File: src/bbal_pkg.sv
`timescale 1ns / 1ps
package bbal_pkg;

   localparam int MAX_LEVELS_DEFAULT = 11;
   localparam int SIZE_W = 16;
   localparam int GRANT_W = 17;
   localparam int CFG_W = 4;
   localparam logic [CFG_W-1:0] CFG_RESET = 4'd10;
   localparam int LOG_W = 5;

   localparam logic OP_ALLOC = 1'b0;
   localparam logic OP_FREE = 1'b1;

   typedef enum logic [2:0] {
      ST_CLEAR,
      ST_IDLE,
      ST_READ,
      ST_CHECK,
      ST_WRITE,
      ST_RESP
   } state_type;

   typedef struct packed {
      logic load;
      logic clear_step;
      logic check;
      logic write_step;
   } cmd_type;

   typedef struct packed {
      logic clear_last;
      logic scan_end;
      logic found;
      logic write_last;
   } status_type;

endpackage

File: src/buddy_block_allocator.sv
`timescale 1ns / 1ps
// Buddy allocator over a binary tree of power-of-two blocks.
// An item is a request with an opcode (allocate or free) and a size in units.
// It is taken when start is high and busy is low; busy stays high until the
// result has been shown. Each item gives exactly one result, present for one
// cycle with rsp_valid high: success and the size rounded up to a power of two.
// The receiver cannot stall, so a result is simply taken in that cycle.
// The block keeps, for each smallest unit, a tag of the block that holds it,
// in one RAM of 2^(MAX_LEVELS-1) entries. A request scans that RAM, reading
// and then checking each entry visited, then rewrites the entries of the
// chosen block one after another. An item that is rejected at once skips the
// scan; the worst case is an allocate of the whole memory.
// After reset a clearing pass that writes every RAM entry runs with busy
// high; the size register returns to 10 at once and may be written
// through csr_we and csr_wdata whenever the block is idle.
module buddy_block_allocator #(
   parameter int MAX_LEVELS = bbal_pkg::MAX_LEVELS_DEFAULT
) (
   input  logic                         clock,
   input  logic                         reset,
   input  logic                         start,
   output logic                         busy,
   input  logic                         req_opcode,
   input  logic [bbal_pkg::SIZE_W-1:0]  req_request_size,
   output logic                         rsp_valid,
   output logic                         rsp_success,
   output logic [bbal_pkg::GRANT_W-1:0] rsp_granted_size,
   input  logic                         csr_we,
   input  logic [bbal_pkg::CFG_W-1:0]   csr_wdata
);

   bbal_pkg::cmd_type    cmd;
   bbal_pkg::status_type status;

   bbal_ctrl u_ctrl (
      .clock    (clock),
      .reset    (reset),
      .start    (start),
      .status   (status),
      .cmd      (cmd),
      .busy     (busy),
      .rsp_valid(rsp_valid)
   );

   bbal_dpath #(
      .MAX_LEVELS(MAX_LEVELS)
   ) u_dpath (
      .clock           (clock),
      .reset           (reset),
      .cmd             (cmd),
      .status          (status),
      .req_opcode      (req_opcode),
      .req_request_size(req_request_size),
      .csr_we          (csr_we),
      .csr_wdata       (csr_wdata),
      .rsp_success     (rsp_success),
      .rsp_granted_size(rsp_granted_size)
   );

   a_rsp_busy: assert property (@(posedge clock) disable iff (reset)
      rsp_valid |-> busy) else $error("result shown while idle");

   a_accept_busy: assert property (@(posedge clock) disable iff (reset)
      (start && !busy) |=> busy) else $error("item accepted without going busy");

   a_rsp_single: assert property (@(posedge clock) disable iff (reset)
      rsp_valid |=> !rsp_valid) else $error("result shown twice");

   a_zero_fails: assert property (@(posedge clock) disable iff (reset)
      (rsp_valid && rsp_granted_size == '0) |-> !rsp_success)
      else $error("zero size reported as success");

endmodule

File: src/bbal_ram.sv
`timescale 1ns / 1ps
module bbal_ram #(
   parameter int WIDTH = 4,
   parameter int DEPTH = 1024,
   localparam int AW = (DEPTH > 1) ? $clog2(DEPTH) : 1
) (
   input  logic             clock,
   input  logic             we,
   input  logic [AW-1:0]    waddr,
   input  logic [WIDTH-1:0] wdata,
   input  logic [AW-1:0]    raddr,
   output logic [WIDTH-1:0] rdata_ff
);

   logic [WIDTH-1:0] mem_ff [DEPTH];

   always_ff @(posedge clock) begin
      if (we) begin
         mem_ff[waddr] <= wdata;
      end
      rdata_ff <= mem_ff[raddr];
   end

endmodule

File: src/bbal_ctrl.sv
`timescale 1ns / 1ps
module bbal_ctrl (
   input  logic                 clock,
   input  logic                 reset,
   input  logic                 start,
   input  bbal_pkg::status_type status,
   output bbal_pkg::cmd_type    cmd,
   output logic                 busy,
   output logic                 rsp_valid
);

   bbal_pkg::state_type state_ff, state_in;

   always_ff @(posedge clock) begin
      if (reset) begin
         state_ff <= bbal_pkg::ST_CLEAR;
      end else begin
         state_ff <= state_in;
      end
   end

   always_comb begin
      state_in = state_ff;
      unique case (state_ff)
         bbal_pkg::ST_CLEAR: begin
            if (status.clear_last) state_in = bbal_pkg::ST_IDLE;
         end
         bbal_pkg::ST_IDLE: begin
            if (start) state_in = bbal_pkg::ST_READ;
         end
         bbal_pkg::ST_READ: begin
            state_in = status.scan_end ? bbal_pkg::ST_RESP : bbal_pkg::ST_CHECK;
         end
         bbal_pkg::ST_CHECK: begin
            state_in = status.found ? bbal_pkg::ST_WRITE : bbal_pkg::ST_READ;
         end
         bbal_pkg::ST_WRITE: begin
            if (status.write_last) state_in = bbal_pkg::ST_RESP;
         end
         bbal_pkg::ST_RESP: begin
            state_in = bbal_pkg::ST_IDLE;
         end
         default: state_in = bbal_pkg::ST_CLEAR;
      endcase
   end

   always_comb begin
      cmd = '0;
      busy = 1'b1;
      rsp_valid = 1'b0;
      unique case (state_ff)
         bbal_pkg::ST_CLEAR: cmd.clear_step = 1'b1;
         bbal_pkg::ST_IDLE: begin
            busy = 1'b0;
            cmd.load = start;
         end
         bbal_pkg::ST_READ: busy = 1'b1;
         bbal_pkg::ST_CHECK: cmd.check = 1'b1;
         bbal_pkg::ST_WRITE: cmd.write_step = 1'b1;
         bbal_pkg::ST_RESP: rsp_valid = 1'b1;
         default: cmd = '0;
      endcase
   end

endmodule

File: src/bbal_dpath.sv
`timescale 1ns / 1ps
module bbal_dpath #(
   parameter int MAX_LEVELS = bbal_pkg::MAX_LEVELS_DEFAULT
) (
   input  logic                           clock,
   input  logic                           reset,
   input  bbal_pkg::cmd_type              cmd,
   output bbal_pkg::status_type           status,
   input  logic                           req_opcode,
   input  logic [bbal_pkg::SIZE_W-1:0]    req_request_size,
   input  logic                           csr_we,
   input  logic [bbal_pkg::CFG_W-1:0]     csr_wdata,
   output logic                           rsp_success,
   output logic [bbal_pkg::GRANT_W-1:0]   rsp_granted_size
);

   localparam int LEAVES = 1 << (MAX_LEVELS - 1);
   localparam int LW = (MAX_LEVELS > 1) ? MAX_LEVELS - 1 : 1;
   localparam int IW = LW + 1;
   localparam int TW = $clog2(MAX_LEVELS + 1);
   localparam int DW = (MAX_LEVELS > 1) ? $clog2(MAX_LEVELS) : 1;

   logic [bbal_pkg::CFG_W-1:0]   cfg_ff;
   logic                         op_ff;
   logic                         valid_ff;
   logic [DW-1:0]                depth_ff;
   logic [bbal_pkg::GRANT_W-1:0] granted_ff;
   logic                         ok_ff;
   logic [IW-1:0]                idx_ff, idx_in;

   logic [bbal_pkg::LOG_W-1:0] msb;
   logic [bbal_pkg::LOG_W-1:0] k;
   logic [bbal_pkg::LOG_W-1:0] t;
   logic                       pow2;
   logic [TW-1:0]              dtag;
   logic [IW-1:0]              mask;
   logic [TW-1:0]              rd_tag;
   logic                       ram_we;
   logic [TW-1:0]              ram_wdata;

   always_comb begin
      msb = '0;
      for (int b = 0; b < bbal_pkg::SIZE_W; b++) begin
         if (req_request_size[b]) msb = bbal_pkg::LOG_W'(b);
      end
      pow2 = (req_request_size & (req_request_size - 1'b1)) == '0;
      k = msb + bbal_pkg::LOG_W'(!pow2);
      if (bbal_pkg::LOG_W'(cfg_ff) > bbal_pkg::LOG_W'(MAX_LEVELS - 1)) begin
         t = bbal_pkg::LOG_W'(MAX_LEVELS - 1);
      end else begin
         t = bbal_pkg::LOG_W'(cfg_ff);
      end
   end

   always_ff @(posedge clock) begin
      if (reset) begin
         cfg_ff <= bbal_pkg::CFG_RESET;
      end else if (csr_we) begin
         cfg_ff <= csr_wdata;
      end
   end

   always_ff @(posedge clock) begin
      if (cmd.load) begin
         op_ff <= req_opcode;
         valid_ff <= (req_request_size != '0) && (k <= t);
         depth_ff <= DW'(t - k);
         granted_ff <= (req_request_size == '0) ? '0
                       : bbal_pkg::GRANT_W'(1) << k;
      end
   end

   assign dtag = TW'(depth_ff) + TW'(1);
   assign mask = ~({IW{1'b1}} << (IW'(MAX_LEVELS - 1) - IW'(depth_ff)));

   always_comb begin
      status.clear_last = idx_ff == IW'(LEAVES - 1);
      status.scan_end = !valid_ff || (idx_ff >= IW'(LEAVES));
      status.write_last = (idx_ff & mask) == mask;
      if (op_ff == bbal_pkg::OP_ALLOC) begin
         status.found = (rd_tag == '0) && ((idx_ff & mask) == mask);
      end else begin
         status.found = rd_tag == dtag;
      end
   end

   always_comb begin
      idx_in = idx_ff;
      priority if (cmd.load) begin
         idx_in = '0;
      end else if (cmd.clear_step || cmd.write_step) begin
         idx_in = idx_ff + 1'b1;
      end else if (cmd.check) begin
         if (status.found) begin
            idx_in = idx_ff & ~mask;
         end else if (op_ff == bbal_pkg::OP_ALLOC && rd_tag != '0) begin
            idx_in = (idx_ff | mask) + 1'b1;
         end else begin
            idx_in = idx_ff + 1'b1;
         end
      end else begin
         idx_in = idx_ff;
      end
   end

   always_ff @(posedge clock) begin
      if (reset) begin
         idx_ff <= '0;
         ok_ff <= 1'b0;
      end else begin
         idx_ff <= idx_in;
         if (cmd.load) begin
            ok_ff <= 1'b0;
         end else if (cmd.check && status.found) begin
            ok_ff <= 1'b1;
         end
      end
   end

   assign ram_we = cmd.clear_step || cmd.write_step;
   assign ram_wdata = (cmd.write_step && op_ff == bbal_pkg::OP_ALLOC) ? dtag : '0;

   bbal_ram #(
      .WIDTH(TW),
      .DEPTH(LEAVES)
   ) u_ram (
      .clock   (clock),
      .we      (ram_we),
      .waddr   (idx_ff[LW-1:0]),
      .wdata   (ram_wdata),
      .raddr   (idx_ff[LW-1:0]),
      .rdata_ff(rd_tag)
   );

   assign rsp_success = ok_ff;
   assign rsp_granted_size = granted_ff;

endmodule

File: config.mk
export PLATFORM = sky130hd
export DESIGN_NAME = buddy_block_allocator
export DESIGN_NICKNAME = d
export VERILOG_FILES = /design/src/bbal_pkg.sv /design/src/buddy_block_allocator.sv /design/src/bbal_ram.sv /design/src/bbal_ctrl.sv /design/src/bbal_dpath.sv
export SDC_FILE = /design/constraint.sdc
export NUM_CORES = 2
export LEC_CHECK = 0
export BUFFER_PORTS_ARGS = -buffer_cell sky130_fd_sc_hd__buf_2
export CAP_MARGIN = 20
export CORE_MARGIN = 2
export CORE_UTILIZATION = 40
export CTS_CLUSTER_SIZE = 40
export DETAILED_ROUTE_END_ITERATION = 12
export PLACE_DENSITY = 0.53
export SLEW_MARGIN = 20
export SYNTH_ARGS = -nofsm -noshare
export SYNTH_HDL_FRONTEND = slang
export SYNTH_SLANG_ARGS = --single-unit
export TNS_END_PERCENT = 10
File: constraint.sdc
create_clock -name clock -period 35.4 [get_ports clock]
set_input_delay 1.77 -clock clock [delete_from_list [all_inputs] [get_ports clock]]
set_output_delay 1.77 -clock clock [all_outputs]
set_load 0.005 [all_outputs]
Word level (Yosys, flattened, before mapping) --
Memory sizes are Yosys's and may differ from the RTL's. A register that Yosys moved wholly into a read port is not among the register bits. Cells that the tools add are included. W data, S select, Z words.
Operators by class: add/sub/neg operators 7, magnitude comparators 3, equal/unequal tests 11, shift operators 2, muxes and demuxes 36, bitwise gates (word level) 7, reductions and logical operators 18
Operator list (number):
- $mux W11 | 4
- $mux W4 | 10
- $logic_not A16 Y1 | 2
- $mux W3 | 9
- $add A11 B1 Y11 const B | 2
- $and A11 B11 Y11 | 2
- $not A11 Y11 | 2
- $pmux W3 S6 | 1
- $shl A1 B5 Y17 const A | 1
- $and A16 B16 Y16 | 1
- $reduce_bool A16 Y1 | 1
- $sub A16 B1 Y16 const B | 1
- $eq A11 B10 Y1 const B | 1
- $eq A11 B11 Y1 | 1
- $ge A11 B11 Y1 const B | 1
- $or A11 B11 Y11 | 1
- $shl A11 B11 Y11 const A | 1
- $mux W1 | 10
- $eq A3 B2 Y1 const B | 2
- $eq A3 B3 Y1 const B | 2
- $ne A2 B2 Y1 const B | 3
- $add A4 B1 Y5 | 1
- $le A5 B4 Y1 | 1
- $logic_and A1 B1 Y1 | 5
- other kinds (16) | 19
Word-level totals: register bits 42, RAM bits 4096, input bits 25, output and inout bits 20, logic and storage cells 93, memories kept 1
Memories:
- u_dpath.u_ram.mem_ff | words 1024, width 4, rd ports 1, clocked after Yosys merged registers in 1, wr ports 1, RTL line bbal_ram.sv:15 | logic [WIDTH-1:0] mem_ff [DEPTH];

Longest topological paths before layout --
depth in word-level cells 18, depth in mapped cells 19, depth with buffers taken out 18

By module --
Synthesis repeated with hierarchy kept, for this count alone.
Unflattened totals: cells, all modules 8739, area total of the unflattened synthesis 165615.1 µm²
By module, submodules not included:
- bbal_ram | instances 1, cells an instance 8290, area each 162098.0 µm², seq. area each 123078.0 µm²
- bbal_dpath | instances 1, cells an instance 422, area each 3284.4 µm², seq. area each 1011.0 µm²
- bbal_ctrl | instances 1, cells an instance 27, area each 232.7 µm², seq. area each 60.1 µm²

Worst setup path after synthesis --
No wires, ideal clock.
kind register to register, start point register u_ctrl.state_ff[1], end point memory u_dpath.u_ram.mem_ff[0][2] (data pin), setup time 4.959 ns, data arrival time 24.722 ns, required time 30.441 ns, slack 5.718 ns, stages on the path, launching flop included 6, path buffers 2, period minus slack after synthesis 29.682 ns, path through dfxtp_1 clkbuf_1 nor2_1 clkbuf_1 nand3b_1 nor2_1
On the way: cells in the longest elaborated chain, start to end 4
RTL lines:
- from (decl) | RTL line bbal_ctrl.sv:12 | bbal_pkg::state_type state_ff, state_in;
- from (signal assigned) | RTL line bbal_ctrl.sv:16 | state_ff <= bbal_pkg::ST_CLEAR;
- from (signal assigned) | RTL line bbal_ctrl.sv:18 | state_ff <= state_in;
- $eq A3 B3 Y1 | RTL line bbal_ctrl.sv:51 | unique case (state_ff)
- $mux W1 | RTL line bbal_ctrl.sv:51
- $logic_and A1 B1 Y1 | RTL line bbal_dpath.sv:121 | assign ram_wdata = (cmd.write_step && op_ff == bbal_pkg::OP_ALLOC) ? dtag : '0;
- $mux W4 | RTL line bbal_dpath.sv:121
- net u_dpath.ram_wdata[2] | RTL line bbal_dpath.sv:39 | logic [TW-1:0] ram_wdata;
- to (decl) | RTL line bbal_ram.sv:15
The timed path passes the listed nets, and every way through them passes these cells.

==> results.json <==
{
  "status": "completed",
  "setup_tns_ps": 0,
  "setup_viol": 0,
  "nNetsFinal": 9587,
  "ys_async_sr_fraction": 0,
  "numCtsBuffers": 428,
  "gr-total-overflow": 0,
  "drive_gt1_frac": 0.136,
  "core-area_mm2": 0.410,
  "grt_pass1_vias": 91100,
  "vias_per_cell": 6.04,
  "dieArea_mm2": 0.416,
  "layout_setup_ws_ps": 28560,
  "grt_pass1_wl_um": 740000,
  "gp_congestion": 0.846,
  "yosys.cell_types.count": 86,
  "ys.flop_type": "edfxtp_1",
  "ant_nets": 0,
  "syn_area_mm2": 0.164,
  "finalClockSkew_ps": 36.0,
  "cts_sinks": 4142,
  "io_buffer_count": 44,
  "dr.pass1.iters": 8,
  "clockBufferDepth": 4,
  "ctsHoldBuffers": 0,
  "arrival_ps": 7690,
  "cts_tree": "built",
  "crit_required_ps": 36260,
  "path_max_fanout": 55,
  "synth_edf_count": 4119,
  "synthToLayoutAreaGrowth_pct": 12.6,
  "endpoint_kind": "flip-flop",
  "reg2reg_from": "u_dpath.idx_ff[1]",
  "period_minus_slack_ps": 6840,
  "slew_headroom": 0.165,
  "grt_use_total": 0.253,
  "grt_max_degree": 204,
  "fin_crit_sh": 0.193,
  "seq_area_frac_synth": 0.755,
  "vias": 92800,
  "die_y_um": 645,
  "synth_warnings": 0,
  "layout_commonest_cell": "edfxtp_1",
  "hp-start": "u_dpath.cfg_ff[1]",
  "most-common-layout-cells": "4119 x edfxtp_1, 1431 x mux2i_1, 1137 x nor2_1",
  "p_leak_nw": 52.9,
  "hold_ws_ps": 508,
  "routed_wl_um": 538000,
  "max_cap_violations": 0,
  "route.detailed.drc": 0,
  "ctsResizeCount": 0,
  "path_class": "flip-flop to flip-flop",
  "timing.fmax_mhz": 146,
  "hp-class": "flip-flop to flip-flop",
  "die_w_um": 645,
  "syn_avg_cell_area_um2": 17.3,
  "clk_latency_ps": 1000,
  "start_util": 0.402,
  "hold_viol_final": 0,
  "row_count": 235,
  "postLayoutCoreUtil": 0.452,
  "critPathLaunch": "u_dpath.idx_ff[1]",
  "htree_levels": 5,
  "p_per_area_mw_per_mm2": 55.9,
  "power_mw": 10.4,
  "root_buffer": "clkbuf_16",
  "pre_cts_ws_ps": 28670,
  "pin_count": 45,
  "netlist_instances": 9487,
  "synth-seq-cells": 4142,
  "final_max_slew_viol_count": 0,
  "dp_hpwl_um": 312000,
  "start_kind": "flip-flop",
  "cts.clk_slew.worst_paths_ps": 60,
  "rsz0062_at_grt": "false",
  "wl_per_cell_um": 35.0,
  "tightest_slew_ps": 1250,
  "post_cts_buffers": 0,
  "grt_antenna_before_repair": 53,
  "drtIter0Drc": 12400,
  "peakVddDrop_mv": 0.0428,
  "synth.net_count": 9528
}
-- cell usage after synthesis (18+ instances only) --
| library cell | count | share of area |
|---|---|---|
| mux2i_1 | 1431 | 0.087 |
| buf_4 | 53 | 0.0024 |
| inv_1 | 25 | 0.00057 |
| o211ai_1 | 27 | 0.0012 |
| a21oi_1 | 73 | 0.0022 |
| o21ai_0 | 62 | 0.0019 |
| a31oi_1 | 23 | 0.00087 |
| nand3_1 | 64 | 0.0019 |
| nor4_1 | 163 | 0.0062 |
| o22ai_1 | 665 | 0.025 |
| a22oi_1 | 60 | 0.0027 |
| dfxtp_1 | 23 | 0.0028 |
| o2111ai_1 | 18 | 0.00096 |
| mux4_1 | 19 | 0.0030 |
| edfxtp_1 | 4119 | 0.75 |
| clkbuf_1 | 306 | 0.0070 |
| nor3_1 | 55 | 0.0017 |
| mux4_2 | 310 | 0.042 |
| nand2_1 | 205 | 0.0047 |
| buf_1 | 46 | 0.0010 |
| buf_2 | 252 | 0.0077 |
| mux2_2 | 19 | 0.0013 |
| nor2_1 | 1150 | 0.026 |
-- cells by family after synthesis --
family / count (synthesis) / share of synthesized area
buffers and inverters: 703 / 0.0201
muxes: 1779 / 0.134
xor gates and xnor gates: 15 / 0.000845
and+or+nand+nor: 1766 / 0.0465
AOI/OAI and AO/OA: 1064 / 0.0424
DFF: 4142 / 0.755
adders and majority gates: 18 / 0.00138
-- layer usage --
layer / vias to the layer above / GRT usage / part of all wire
met5: - / 0 / 0.00011
li1: 37900 / - / -
met3: 900 / 0.0496 / 0.093
met2: 4911 / 0.401 / 0.47
met4: 10 / 0.0839 / 0.036
met1: 49000 / 0.350 / 0.40
-- final cells by class --
cell class | count | area (µm²)
Timing Repair Buffer | 303 | 2450
Tap cell | 5451 | 6820
Sequential cell | 4142 | 124000
Clock inverter | 273 | 2800
Clock buffer | 514 | 11200
Antenna cell | 14 | 35.0
Inverter | 29 | 110
Fill cell | 34900 | 224000
Multi-Input combinational cell | 4642 | 37500
-- path summary, 6_finish.rpt --
kind                               endpoint  slack (ps)  cells after the start
setup / recovery  u_dpath.u_ram.rdata_ff[3]       28560                     11
hold / removal            u_dpath.cfg_ff[1]         510                      2
setup reg to reg  u_dpath.u_ram.rdata_ff[3]       28560                     11
hold reg to reg           u_dpath.cfg_ff[1]         510                      2
-- registers in the layout, summed over array words and instances, names as in the netlist --
signal / flops
u_dpath.depth_ff: 4
u_dpath.rsp_granted_size: 17
u_dpath.op_ff: 1
u_dpath.u_ram.rdata_ff: 4
u_ctrl.state_ff: 3
u_dpath.rsp_success: 1
u_dpath.u_ram.mem_ff: 4096
u_dpath.cfg_ff: 4
u_dpath.valid_ff: 1
u_dpath.idx_ff: 11
-- where the power goes --
group	total [mW]	leakage, nW	switching [mW]	internal, mW
combinational	0.472	13.3	0.293	0.179
clock	4.56	6.83	1.92	2.64
sequential	5.32	32.8	0.0103	5.31
total	10.4	52.9	2.22	8.13
-- through the flow --
| step | instances | cell area (µm²) |
|---|---|---|
| floorplan | 9487 | 164000 |
| global placement | 14600 | 171000 |
| detailed placement | 14600 | 171000 |
| CTS | 15400 | 185000 |
| global route | 15400 | 185000 |
| finish | 15400 | 185000 |
-- critical path, stage by stage, from the launching register on --
cell and delay (ps):
dfxtp_4 960, buf_4 820, buf_4 870, buf_4 880, mux2i_1 400, o22ai_1 180
nor4_1 420, nand2_1 110, mux4_2 570, a21oi_1 840, o211ai_1 180, nand2b_1 210
Note: power is estimated with default switching activity, not from simulation.
